File: src/hdl/pdn_pkg.sv
// Shared types, constants and table functions of the pixel dither block.
// No dependencies; used by the hash round, the output stage and the top level.
`timescale 1ns / 1ps
`default_nettype none

package pdn_pkg;

  localparam logic [31:0] HASH_MULT = 32'd1103515245;

  // Configuration register indexes.
  localparam logic [1:0] CFG_DITHER_MODE = 2'd0;
  localparam logic [1:0] CFG_FIELD_SHIFT = 2'd1;
  localparam logic [1:0] CFG_HOLD_NOISE  = 2'd2;

  // Color dither sources, dither_mode bits 3:2.
  localparam logic [1:0] RGB_MAGIC = 2'd0;
  localparam logic [1:0] RGB_BAYER = 2'd1;
  localparam logic [1:0] RGB_NOISE = 2'd2;
  localparam logic [1:0] RGB_CONST = 2'd3;

  // Alpha dither sources, dither_mode bits 1:0.
  localparam logic [1:0] ALPHA_MATRIX = 2'd0;
  localparam logic [1:0] ALPHA_INVERT = 2'd1;
  localparam logic [1:0] ALPHA_NOISE  = 2'd2;
  localparam logic [1:0] ALPHA_ZERO   = 2'd3;

  localparam logic [2:0] CONST_DITHER   = 3'd7;
  localparam logic [5:0] COMB_NOISE_LOW = 6'h20;
  localparam logic [7:0] CHAN_SAT_LIMIT = 8'd247;
  localparam logic [7:0] CHAN_MAX       = 8'hff;
  localparam logic [7:0] CHAN_STEP      = 8'd8;

  typedef struct packed {
    logic [3:0] dither_mode;
    logic       field_shift;
    logic [1:0] hold_noise_level;
  } pdn_cfg_t;

  // Pixel data that rides along the hash pipeline.
  typedef struct packed {
    logic [3:0] idx;
    logic [7:0] red;
    logic [7:0] green;
    logic [7:0] blue;
  } pdn_side_t;

  function automatic logic [2:0] magic4(input logic [3:0] idx);
    logic [2:0] v;
    case (idx)
      4'd0:  v = 3'd0;
      4'd1:  v = 3'd6;
      4'd2:  v = 3'd1;
      4'd3:  v = 3'd7;
      4'd4:  v = 3'd4;
      4'd5:  v = 3'd2;
      4'd6:  v = 3'd5;
      4'd7:  v = 3'd3;
      4'd8:  v = 3'd3;
      4'd9:  v = 3'd5;
      4'd10: v = 3'd2;
      4'd11: v = 3'd4;
      4'd12: v = 3'd7;
      4'd13: v = 3'd1;
      4'd14: v = 3'd6;
      default: v = 3'd0;
    endcase
    return v;
  endfunction

  function automatic logic [2:0] bayer4(input logic [3:0] idx);
    logic [2:0] v;
    case (idx)
      4'd0:  v = 3'd0;
      4'd1:  v = 3'd4;
      4'd2:  v = 3'd1;
      4'd3:  v = 3'd5;
      4'd4:  v = 3'd4;
      4'd5:  v = 3'd0;
      4'd6:  v = 3'd5;
      4'd7:  v = 3'd1;
      4'd8:  v = 3'd3;
      4'd9:  v = 3'd7;
      4'd10: v = 3'd2;
      4'd11: v = 3'd6;
      4'd12: v = 3'd7;
      4'd13: v = 3'd3;
      4'd14: v = 3'd6;
      default: v = 3'd2;
    endcase
    return v;
  endfunction

  // Round a channel up to the next multiple of eight when its low bits
  // exceed the dither value, saturating at full scale.
  function automatic logic [7:0] dither_chan(input logic [7:0] v, input logic [2:0] comp);
    logic [7:0] up;
    up = (v > CHAN_SAT_LIMIT) ? CHAN_MAX : ({v[7:3], 3'b000} + CHAN_STEP);
    return (comp < v[2:0]) ? up : v;
  endfunction

endpackage

`default_nettype wire

File: src/hdl/pdn_hash_round.sv
// One registered round of the three-word multiply hash, with pixel data alongside.
// Depends on pdn_pkg.
`timescale 1ns / 1ps
`default_nettype none

module pdn_hash_round (
  input  logic              clk,
  input  logic              rst_n,
  input  logic              en,
  input  logic              in_valid,
  input  logic [31:0]       a_in,
  input  logic [31:0]       b_in,
  input  logic [31:0]       c_in,
  input  pdn_pkg::pdn_side_t side_in,
  output logic              out_valid,
  output logic [31:0]       a_out,
  output logic [31:0]       b_out,
  output logic [31:0]       c_out,
  output pdn_pkg::pdn_side_t side_out
);
  import pdn_pkg::*;

  logic        valid_r;
  logic [31:0] a_r, b_r, c_r;
  logic [31:0] a_nxt, b_nxt, c_nxt;
  pdn_side_t   side_r;

  // Only the low 32 bits of each product are kept.
  assign a_nxt = ((a_in >> 8) ^ b_in) * HASH_MULT;
  assign b_nxt = ((b_in >> 8) ^ c_in) * HASH_MULT;
  assign c_nxt = ((c_in >> 8) ^ a_in) * HASH_MULT;

  always_ff @(posedge clk) begin
    if (!rst_n) begin
      valid_r <= 1'b0;
    end else if (en) begin
      valid_r <= in_valid;
    end
  end

  always_ff @(posedge clk) begin
    if (en) begin
      a_r    <= a_nxt;
      b_r    <= b_nxt;
      c_r    <= c_nxt;
      side_r <= side_in;
    end
  end

  assign out_valid = valid_r;
  assign a_out     = a_r;
  assign b_out     = b_r;
  assign c_out     = c_r;
  assign side_out  = side_r;

endmodule

`default_nettype wire

File: src/hdl/pdn_dither.sv
// Output stage: dither source selection, channel rounding and the combiner noise register.
// Depends on pdn_pkg.
`timescale 1ns / 1ps
`default_nettype none

module pdn_dither (
  input  logic               clk,
  input  logic               rst_n,
  input  logic               en,
  input  logic               in_valid,
  input  logic [15:0]        seed,
  input  pdn_pkg::pdn_side_t side_in,
  input  pdn_pkg::pdn_cfg_t  cfg,
  output logic               out_valid,
  output logic [7:0]         red,
  output logic [7:0]         green,
  output logic [7:0]         blue,
  output logic [8:0]         color_dither,
  output logic [2:0]         alpha_dither,
  output logic [15:0]        seed_out,
  output logic [8:0]         combiner_noise,
  output logic [7:0]         blend_threshold
);
  import pdn_pkg::*;

  logic       valid_r;
  logic [8:0] hold_r, hold_nxt;
  logic [7:0] red_r, green_r, blue_r;
  logic [8:0] cd_r, cd_nxt;
  logic [2:0] ad_r, ad_nxt;
  logic [15:0] seed_r;
  logic [1:0] rgb_sel, a_sel;
  logic [2:0] magic_v, bayer_v, matrix_v;
  logic [2:0] rc, gc, bc;

  assign rgb_sel = cfg.dither_mode[3:2];
  assign a_sel   = cfg.dither_mode[1:0];
  assign magic_v = magic4(side_in.idx);
  assign bayer_v = bayer4(side_in.idx);

  always_comb begin
    case (rgb_sel)
      RGB_MAGIC: cd_nxt = {6'd0, magic_v};
      RGB_BAYER: cd_nxt = {6'd0, bayer_v};
      RGB_NOISE: cd_nxt = seed[8:0];
      default:   cd_nxt = {6'd0, CONST_DITHER};
    endcase
    // The alpha matrix follows the color matrix; noise color uses magic,
    // constant color uses Bayer.
    matrix_v = (rgb_sel == RGB_MAGIC || rgb_sel == RGB_NOISE) ? magic_v : bayer_v;
    case (a_sel)
      ALPHA_MATRIX: ad_nxt = matrix_v;
      ALPHA_INVERT: ad_nxt = ~matrix_v;
      ALPHA_NOISE:  ad_nxt = seed[2:0];
      default:      ad_nxt = 3'd0;
    endcase
    if (rgb_sel == RGB_NOISE) begin
      rc = cd_nxt[2:0];
      gc = cd_nxt[5:3];
      bc = cd_nxt[8:6];
    end else begin
      rc = cd_nxt[2:0];
      gc = cd_nxt[2:0];
      bc = cd_nxt[2:0];
    end
  end

  assign hold_nxt = (cfg.hold_noise_level == 2'd0) ? {seed[2:0], COMB_NOISE_LOW} : hold_r;

  always_ff @(posedge clk) begin
    if (!rst_n) begin
      valid_r <= 1'b0;
      hold_r  <= 9'd0;
    end else if (en) begin
      valid_r <= in_valid;
      if (in_valid) begin
        hold_r <= hold_nxt;
      end
    end
  end

  always_ff @(posedge clk) begin
    if (en) begin
      red_r   <= dither_chan(side_in.red, rc);
      green_r <= dither_chan(side_in.green, gc);
      blue_r  <= dither_chan(side_in.blue, bc);
      cd_r    <= cd_nxt;
      ad_r    <= ad_nxt;
      seed_r  <= seed;
    end
  end

  assign out_valid       = valid_r;
  assign red             = red_r;
  assign green           = green_r;
  assign blue            = blue_r;
  assign color_dither    = cd_r;
  assign alpha_dither    = ad_r;
  assign seed_out        = seed_r;
  assign combiner_noise  = hold_r;
  assign blend_threshold = seed_r[7:0];

endmodule

`default_nettype wire

File: src/hdl/pixel_dither_noise_unit.sv
// Pixel dither and noise unit: input staging, three hash rounds and the output stage.
// Depends on pdn_pkg, pdn_hash_round and pdn_dither.
`timescale 1ns / 1ps
`default_nettype none

// Applies 4x4 ordered dither (magic or Bayer matrix), hashed noise dither or
// constant dither to one RGB pixel per request and reports the alpha dither,
// the 16-bit noise seed, the combiner noise and the blend threshold. The unit
// takes one request per clock while its output is not held: the accepting
// edge loads the first of three stages that each run one round of the
// multiply hash (one 32x32 multiply per word per stage), and a
// fourth register stage holds the dithered result. All stages move
// together, so when the output is held by a low out_ready the whole pipeline
// stalls and in_ready drops in the same cycle; with out_ready high the unit
// streams without gaps. Configuration is written through cfg_we, cfg_index and
// cfg_wdata and may change only while no request is in flight. The combiner
// noise register is updated as each result enters the output stage, so
// combiner_noise always shows the value after that pixel.
module pixel_dither_noise_unit (
  input  logic        clk,
  input  logic        rst_n,
  input  logic        cfg_we,
  input  logic [1:0]  cfg_index,
  input  logic [3:0]  cfg_wdata,
  input  logic        in_valid,
  output logic        in_ready,
  input  logic [11:0] in_pixel_x,
  input  logic [11:0] in_pixel_y,
  input  logic [31:0] in_noise_offset,
  input  logic [7:0]  in_red_in,
  input  logic [7:0]  in_green_in,
  input  logic [7:0]  in_blue_in,
  output logic        out_valid,
  input  logic        out_ready,
  output logic [7:0]  out_red_out,
  output logic [7:0]  out_green_out,
  output logic [7:0]  out_blue_out,
  output logic [8:0]  out_color_dither,
  output logic [2:0]  out_alpha_dither,
  output logic [15:0] out_noise_seed,
  output logic [8:0]  out_combiner_noise,
  output logic [7:0]  out_blend_threshold
);
  import pdn_pkg::*;

  pdn_cfg_t    cfg_r;
  logic        en;
  pdn_side_t   side0, side1, side2, side3;
  logic        v1, v2, v3;
  logic [31:0] a1, b1, c1, a2, b2, c2, a3, b3, c3;
  logic [1:0]  y_sel;

  always_ff @(posedge clk) begin
    if (!rst_n) begin
      cfg_r <= '0;
    end else if (cfg_we) begin
      case (cfg_index)
        CFG_DITHER_MODE: cfg_r.dither_mode      <= cfg_wdata;
        CFG_FIELD_SHIFT: cfg_r.field_shift      <= cfg_wdata[0];
        CFG_HOLD_NOISE:  cfg_r.hold_noise_level <= cfg_wdata[1:0];
        default: ;
      endcase
    end
  end

  // The pipeline advances whenever the output register is empty or draining.
  assign en       = !out_valid || out_ready;
  assign in_ready = en;

  // Matrix row comes from y, optionally shifted down by one for field rendering.
  assign y_sel       = cfg_r.field_shift ? in_pixel_y[2:1] : in_pixel_y[1:0];
  assign side0.idx   = {y_sel, in_pixel_x[1:0]};
  assign side0.red   = in_red_in;
  assign side0.green = in_green_in;
  assign side0.blue  = in_blue_in;

  pdn_hash_round u_round1 (
    .clk(clk), .rst_n(rst_n), .en(en), .in_valid(in_valid),
    .a_in({20'd0, in_pixel_x}), .b_in({20'd0, in_pixel_y}), .c_in(in_noise_offset),
    .side_in(side0),
    .out_valid(v1), .a_out(a1), .b_out(b1), .c_out(c1), .side_out(side1)
  );

  pdn_hash_round u_round2 (
    .clk(clk), .rst_n(rst_n), .en(en), .in_valid(v1),
    .a_in(a1), .b_in(b1), .c_in(c1), .side_in(side1),
    .out_valid(v2), .a_out(a2), .b_out(b2), .c_out(c2), .side_out(side2)
  );

  pdn_hash_round u_round3 (
    .clk(clk), .rst_n(rst_n), .en(en), .in_valid(v2),
    .a_in(a2), .b_in(b2), .c_in(c2), .side_in(side2),
    .out_valid(v3), .a_out(a3), .b_out(b3), .c_out(c3), .side_out(side3)
  );

  // Only the x word of the last round forms the seed; the other two words end here.
  pdn_dither u_dither (
    .clk(clk), .rst_n(rst_n), .en(en), .in_valid(v3),
    .seed(a3[31:16]), .side_in(side3), .cfg(cfg_r),
    .out_valid(out_valid),
    .red(out_red_out), .green(out_green_out), .blue(out_blue_out),
    .color_dither(out_color_dither), .alpha_dither(out_alpha_dither),
    .seed_out(out_noise_seed), .combiner_noise(out_combiner_noise),
    .blend_threshold(out_blend_threshold)
  );

  // The b and c words of the final round carry no result.
  logic unused_words;
  assign unused_words = ^{b3, c3};

endmodule

`default_nettype wire

File: config.mk
export PLATFORM = sky130hd
export DESIGN_NAME = pixel_dither_noise_unit
export DESIGN_NICKNAME = d
export VERILOG_FILES = /design/src/hdl/pdn_pkg.sv /design/src/hdl/pdn_hash_round.sv /design/src/hdl/pdn_dither.sv /design/src/hdl/pixel_dither_noise_unit.sv
export SDC_FILE = /design/constraint.sdc
export NUM_CORES = 2
export LEC_CHECK = 0
export BUFFER_PORTS_ARGS = -buffer_cell sky130_fd_sc_hd__clkbuf_2
export CAP_MARGIN = 15
export CORE_MARGIN = 2
export CORE_UTILIZATION = 43
export CTS_CLUSTER_DIAMETER = 150
export DETAILED_ROUTE_END_ITERATION = 7
export GPL_TIMING_DRIVEN = 1
export PLACE_DENSITY = 0.58
export SYNTH_ARGS = -nofsm -noshare
export SYNTH_HDL_FRONTEND = slang
export SYNTH_HIERARCHICAL = 1
export SYNTH_SLANG_ARGS = --single-unit
File: constraint.sdc
create_clock -name clk -period 17.3 [get_ports clk]
set_clock_uncertainty 0.1 [all_clocks]
set_input_delay 0.865 -clock clk [delete_from_list [all_inputs] [get_ports clk]]
set_output_delay 0.865 -clock clk [all_outputs]
set_load 0.02 [all_outputs]
[Yosys cells after proc, flatten, opt, wreduce, memory -nomap -nowiden]
Memories as Yosys holds them, arrays and structs flattened. A register that Yosys moved wholly into a read port is not among the register bits.
Cells that the tools add are included.
Storage, ports and cells
  flip-flop bits (word level): 343
  bits in read-only memories: 96
  memories: 2
Memory list
  (name not given): words 16, width 3, read ports 1, clocked after memory_dff 1, wr ports 0, RTL line pdn_pkg.sv:72  | case (idx)
  (name not given): words 16, width 3, read ports 1, clocked after memory_dff 1, wr ports 0, RTL line pdn_pkg.sv:49  | case (idx)
Operators by class
  add/sub/neg operators: 3
  multipliers: 6
  magnitude comparators: 6
  equal/unequal tests: 6
  mux-type cells: 14
  bitwise logic cells: 7
  reductions and logical operators: 11
Operators with widths (count)
  $mul A32 B31 Y32 const B: 6
  $xor A24 B32 Y32: 3
  $mux W8: 6
  $xor A4 B32 Y32: 1
  $pmux W9 S3: 1
  $add A8 B4 Y8 const B: 3
  $gt A8 B8 Y1 const B: 3
  $xor A24 B12 Y24: 1
  $xor A4 B12 Y12: 1
  $lt A3 B3 Y1: 3
  $mux W3: 3
  $pmux W3 S3: 1
  $logic_not A2 Y1: 4
  $mux W4: 2
  $eq A2 B1 Y1 const B: 3
  $eq A2 B2 Y1 const B: 3
  $reduce_and A2 Y1: 3
  $not A3 Y3: 1
  $reduce_and A3 Y1: 1
  $logic_or A1 B1 Y1: 2
  $mux W2: 1
  $logic_not A1 Y1: 1

[Longest topological paths before layout]
  depth in word-level cells: 5
  mapped depth: 28
  depth with buffers taken out: 27

[Modules after synthesis]
The synthesis kept the hierarchy.
Modules (own cells, without submodules)
  pdn_hash_round at u_round1: instances 1, cells each 2845, area an instance 29615.9 um^2, seq. area each 3743.6 um^2
  pdn_hash_round at u_round2: instances 1, cells each 2769, area an instance 29448.2 um^2, seq. area each 3743.6 um^2
  pdn_hash_round at u_round3: instances 1, cells each 2762, area an instance 29300.6 um^2, seq. area each 3743.6 um^2
  pdn_dither: instances 1, cells each 223, area an instance 2901.5 um^2, seq. area each 1661.6 um^2
  pixel_dither_noise_unit: instances 1, cells each 33, area an instance 322.8 um^2, seq. area each 140.1 um^2

[Least setup slack after synthesis]
OpenSTA, ideal clock, no wires.
  path kind: input to register
  from: input port out_ready
  to: register u_dither.hold_r[6], in the netlist u_dither/combiner_noise[6]
  arrival time: 12.866 ns
  required time: 17.083 ns
  path slack: 4.217 ns
  stages: 5
  path buffers: 0
  path through: nand2b_1 -> nand2_1 -> nor3_1 -> mux2i_1 -> nor2b_1
On the way
  word-level cells in the longest chain between the ends: 2
RTL lines
  from (decl): RTL line pixel_dither_noise_unit.sv:34  | input logic out_ready,
  $logic_or A1 B1 Y1: RTL line pixel_dither_noise_unit.sv:67  | assign en = !out_valid || out_ready;
  $reduce_and A3 Y1 (no line)
  to (signal assigned): RTL line pdn_dither.sv:77  | hold_r <= hold_nxt;
  to (decl): RTL line pdn_dither.sv:27  | logic [8:0] hold_r, hold_nxt;
Every way passes these cells.
A chain may end at the register's enable or synchronous reset.

[Worst setup path after layout]
  from: register u_round1.b_r[17], in the netlist u_round1/b_out[17]
  to: register u_round2.a_r[29], in the netlist u_round2/a_out[29], data pin
On the way
  word-level cells in the longest chain between the ends: 2
RTL lines
  from (decl): RTL line pdn_hash_round.sv:24  | logic [31:0] a_r, b_r, c_r;
  from (signal assigned): RTL line pdn_hash_round.sv:44  | b_r <= b_nxt;
  $xor A24 B32 Y32: RTL line pdn_hash_round.sv:29  | assign a_nxt = ((a_in >> 8) ^ b_in) * HASH_MULT;
  $mul A32 B31 Y32: RTL line pdn_hash_round.sv:29
  via u_round2.a_nxt[29]: RTL line pdn_hash_round.sv:25  | logic [31:0] a_nxt, b_nxt, c_nxt;
  to (signal assigned): RTL line pdn_hash_round.sv:43  | a_r <= a_nxt;
  to (decl): RTL line pdn_hash_round.sv:24
The timed path passes the listed nets, and every way through them passes these cells.

==> results.ini <==
[worst_hold_path]
hold_start=u_round2/side_out[20]
min_path_type=flop to flop
whs_path_depth=0
min_to=u_round3/side_out[20]

[timing]
period_share=0.467
hold_violations=0
setup_ws_ns=9.23
tightest_slew_ns=1.06
slew_headroom=0.276
finalSetupTns_ns=0
period_minus_slack_ns=8.07
setup_viol=0
slew_violations=0
rsz0062_at_grt=no
max_freq_mhz=124

[floorplanning]
dieArea_um2=147000
die_w_um=384
num_rows=139
design.core.area_um2=143000
die_y_um=384
boundaryPins=162
initial_core_util=0.432

[outcome]
status=completed

[clocking]
cts-htree-levels=2
post_cts_buffers=0
cts_resized=0
cts-buffers-inserted=37
clk_pin_slew_ns=0.06
clk_path_buf_depth=3
cts_hold_buf=0
cts_tree=yes
cts_root_buffer=clkbuf_16
clk_latency_ns=0.58
cts_sinks=311

[setup_path]
critPathKind=flop to flop
cp_max_fo=5
critPathTopFamily=adder cells
cp-start-kind=flop
r2r_cells=22
end_kind=flop
cp-startpoint=u_round1/b_out[17]
required_ns=17.54
worst_path_largest_cell_delay_ns=0.93
timing.rr.start=u_round1/b_out[17]
rr_endpoint=u_round2/a_out[29]
rrSetupSlack_ns=9.23
crit_buf_inv=7
path_cells=xnor2_1 > inv_1 > ha_1 > inv_1 > fa_1 > inv_1 > fa_1 > inv_1 > fa_1 > inv_1 > fa_1 > inv_1 > fa_1 > fa_1 > fa_1 > inv_1 > ha_1 > a21oi_1 > nand2_1 > a2111oi_0 > nor2_1 > xnor2_1
arrival_ns=8.32
cp_slowest_cell=a2111oi_0

[global_route]
antenna_found_initial=0
grt_pass1_vias=41300
grt_pass1_wl_mm=237
grt_max_degree=82
met1_usage=0.300
grt_use_total=0.210
gr-usage-met3=0.0172
grt-busiest-layer=met2
grt_use_met2=0.356
overflow=0

[job]
maxCapViolCount=0

[drt]
ant_nets=0
wl_per_cell_um=18.7
drt-initial-drc-count=1782
dr.pass1.iters=5
route.vias.total=38400
drt-total-wl_mm=151
drc_errors=0
avgViaCountPerCell=4.76

[synthesis]
avgSynthCellArea_um2=10.6
syn_inst=5837
syn_area_um2=62000
yosysWarnings=6

[placement]
place_ws_ns=8.69
io_buffers=156
gp_congestion=0.928
place_area_um2=65600
dpl.hpwl_mm=137

[final_layout]
finalInstanceArea_um2=66900
areaGrowthSynthToFinish_pct=8.02
final_layout_size_suffix_gt1_frac=0.0504
fin_nets=8379

-- per-stage QoR --
stage               hold WS [ns]  utilization  cells
floorplan                  0.300            -   5950
global placement           0.301        0.458   8009
detailed placement         0.305        0.458   8009
CTS                        0.312        0.467   8077
global route               0.321        0.467   8077
finish                     0.306        0.467   8078
-- area by class of cell --
type | instances | area [µm²]
diodes | 1 | 2.50
clock buffers | 43 | 948
clock inverters | 25 | 379
fillers | 13600 | 76400
inverters | 1805 | 6780
multi-input cells | 3808 | 46300
flip-flops and latches | 311 | 9190
well taps | 1903 | 2380
repair buffers | 182 | 976
-- placed cells by master, fill, tap and decap left out, types with 26 or more instances in the layout --
master,n
nand2b_1,34
xor2_1,231
fa_1,1086
nor2_1,131
clkbuf_2,156
edfxtp_1,296
conb_1,115
and2_1,32
clkbuf_16,37
nand2_1,116
ha_1,1057
o21ai_0,82
nor3_1,29
buf_4,26
a21o_1,59
a21oi_1,154
inv_1,1804
nand3_1,40
xnor2_1,318
-- worst reg2reg max path, stage by stage (launching register included) --
cell       delay [ns]
edfxtp_1         0.49
xnor2_1          0.43
inv_1            0.21
ha_1             0.35
inv_1            0.09
fa_1             0.54
inv_1            0.07
fa_1             0.54
inv_1            0.05
fa_1             0.51
inv_1            0.06
fa_1             0.54
inv_1            0.07
fa_1             0.54
fa_1             0.44
fa_1             0.50
inv_1            0.04
ha_1             0.34
a21oi_1          0.38
nand2_1          0.10
a2111oi_0        0.93
nor2_1           0.15
xnor2_1          0.37
-- per-layer routing --
layer	share of wire	up-vias
li1	-	18500
met1	0.47	19200
met2	0.48	687
met3	0.034	106
met4	0.016	0
met5	0	-
-- registers in the layout (all words and copies together), names as in the netlist, 7 cells and up --
register               flops
u_round1/b_out            32
cfg_r                      7
u_round1/a_out            24
u_dither/seed_out         16
u_round1/c_out            32
u_round2/a_out            24
u_round3/side_out         28
u_dither/green             8
u_round2/side_out         28
u_dither/red               8
u_dither/color_dither      9
u_round2/b_out            32
u_dither/blue              8
u_round3/a_out            16
u_round1/side_out         28
-- worst max path at each step --
stage / end / depth (start not counted)
after global placement: u_round1/a_out[31] / 27
after floorplan: u_dither/combiner_noise[6] / 5
final: u_round2/a_out[29] / 22
after global routing: u_round2/a_out[29] / 22
after detailed placement: u_round1/c_out[28] / 24
after CTS: u_round2/a_out[29] / 22
Power is not shown: default switching activity piles up to over one toggle a cycle in this logic, so the estimate is an artifact.
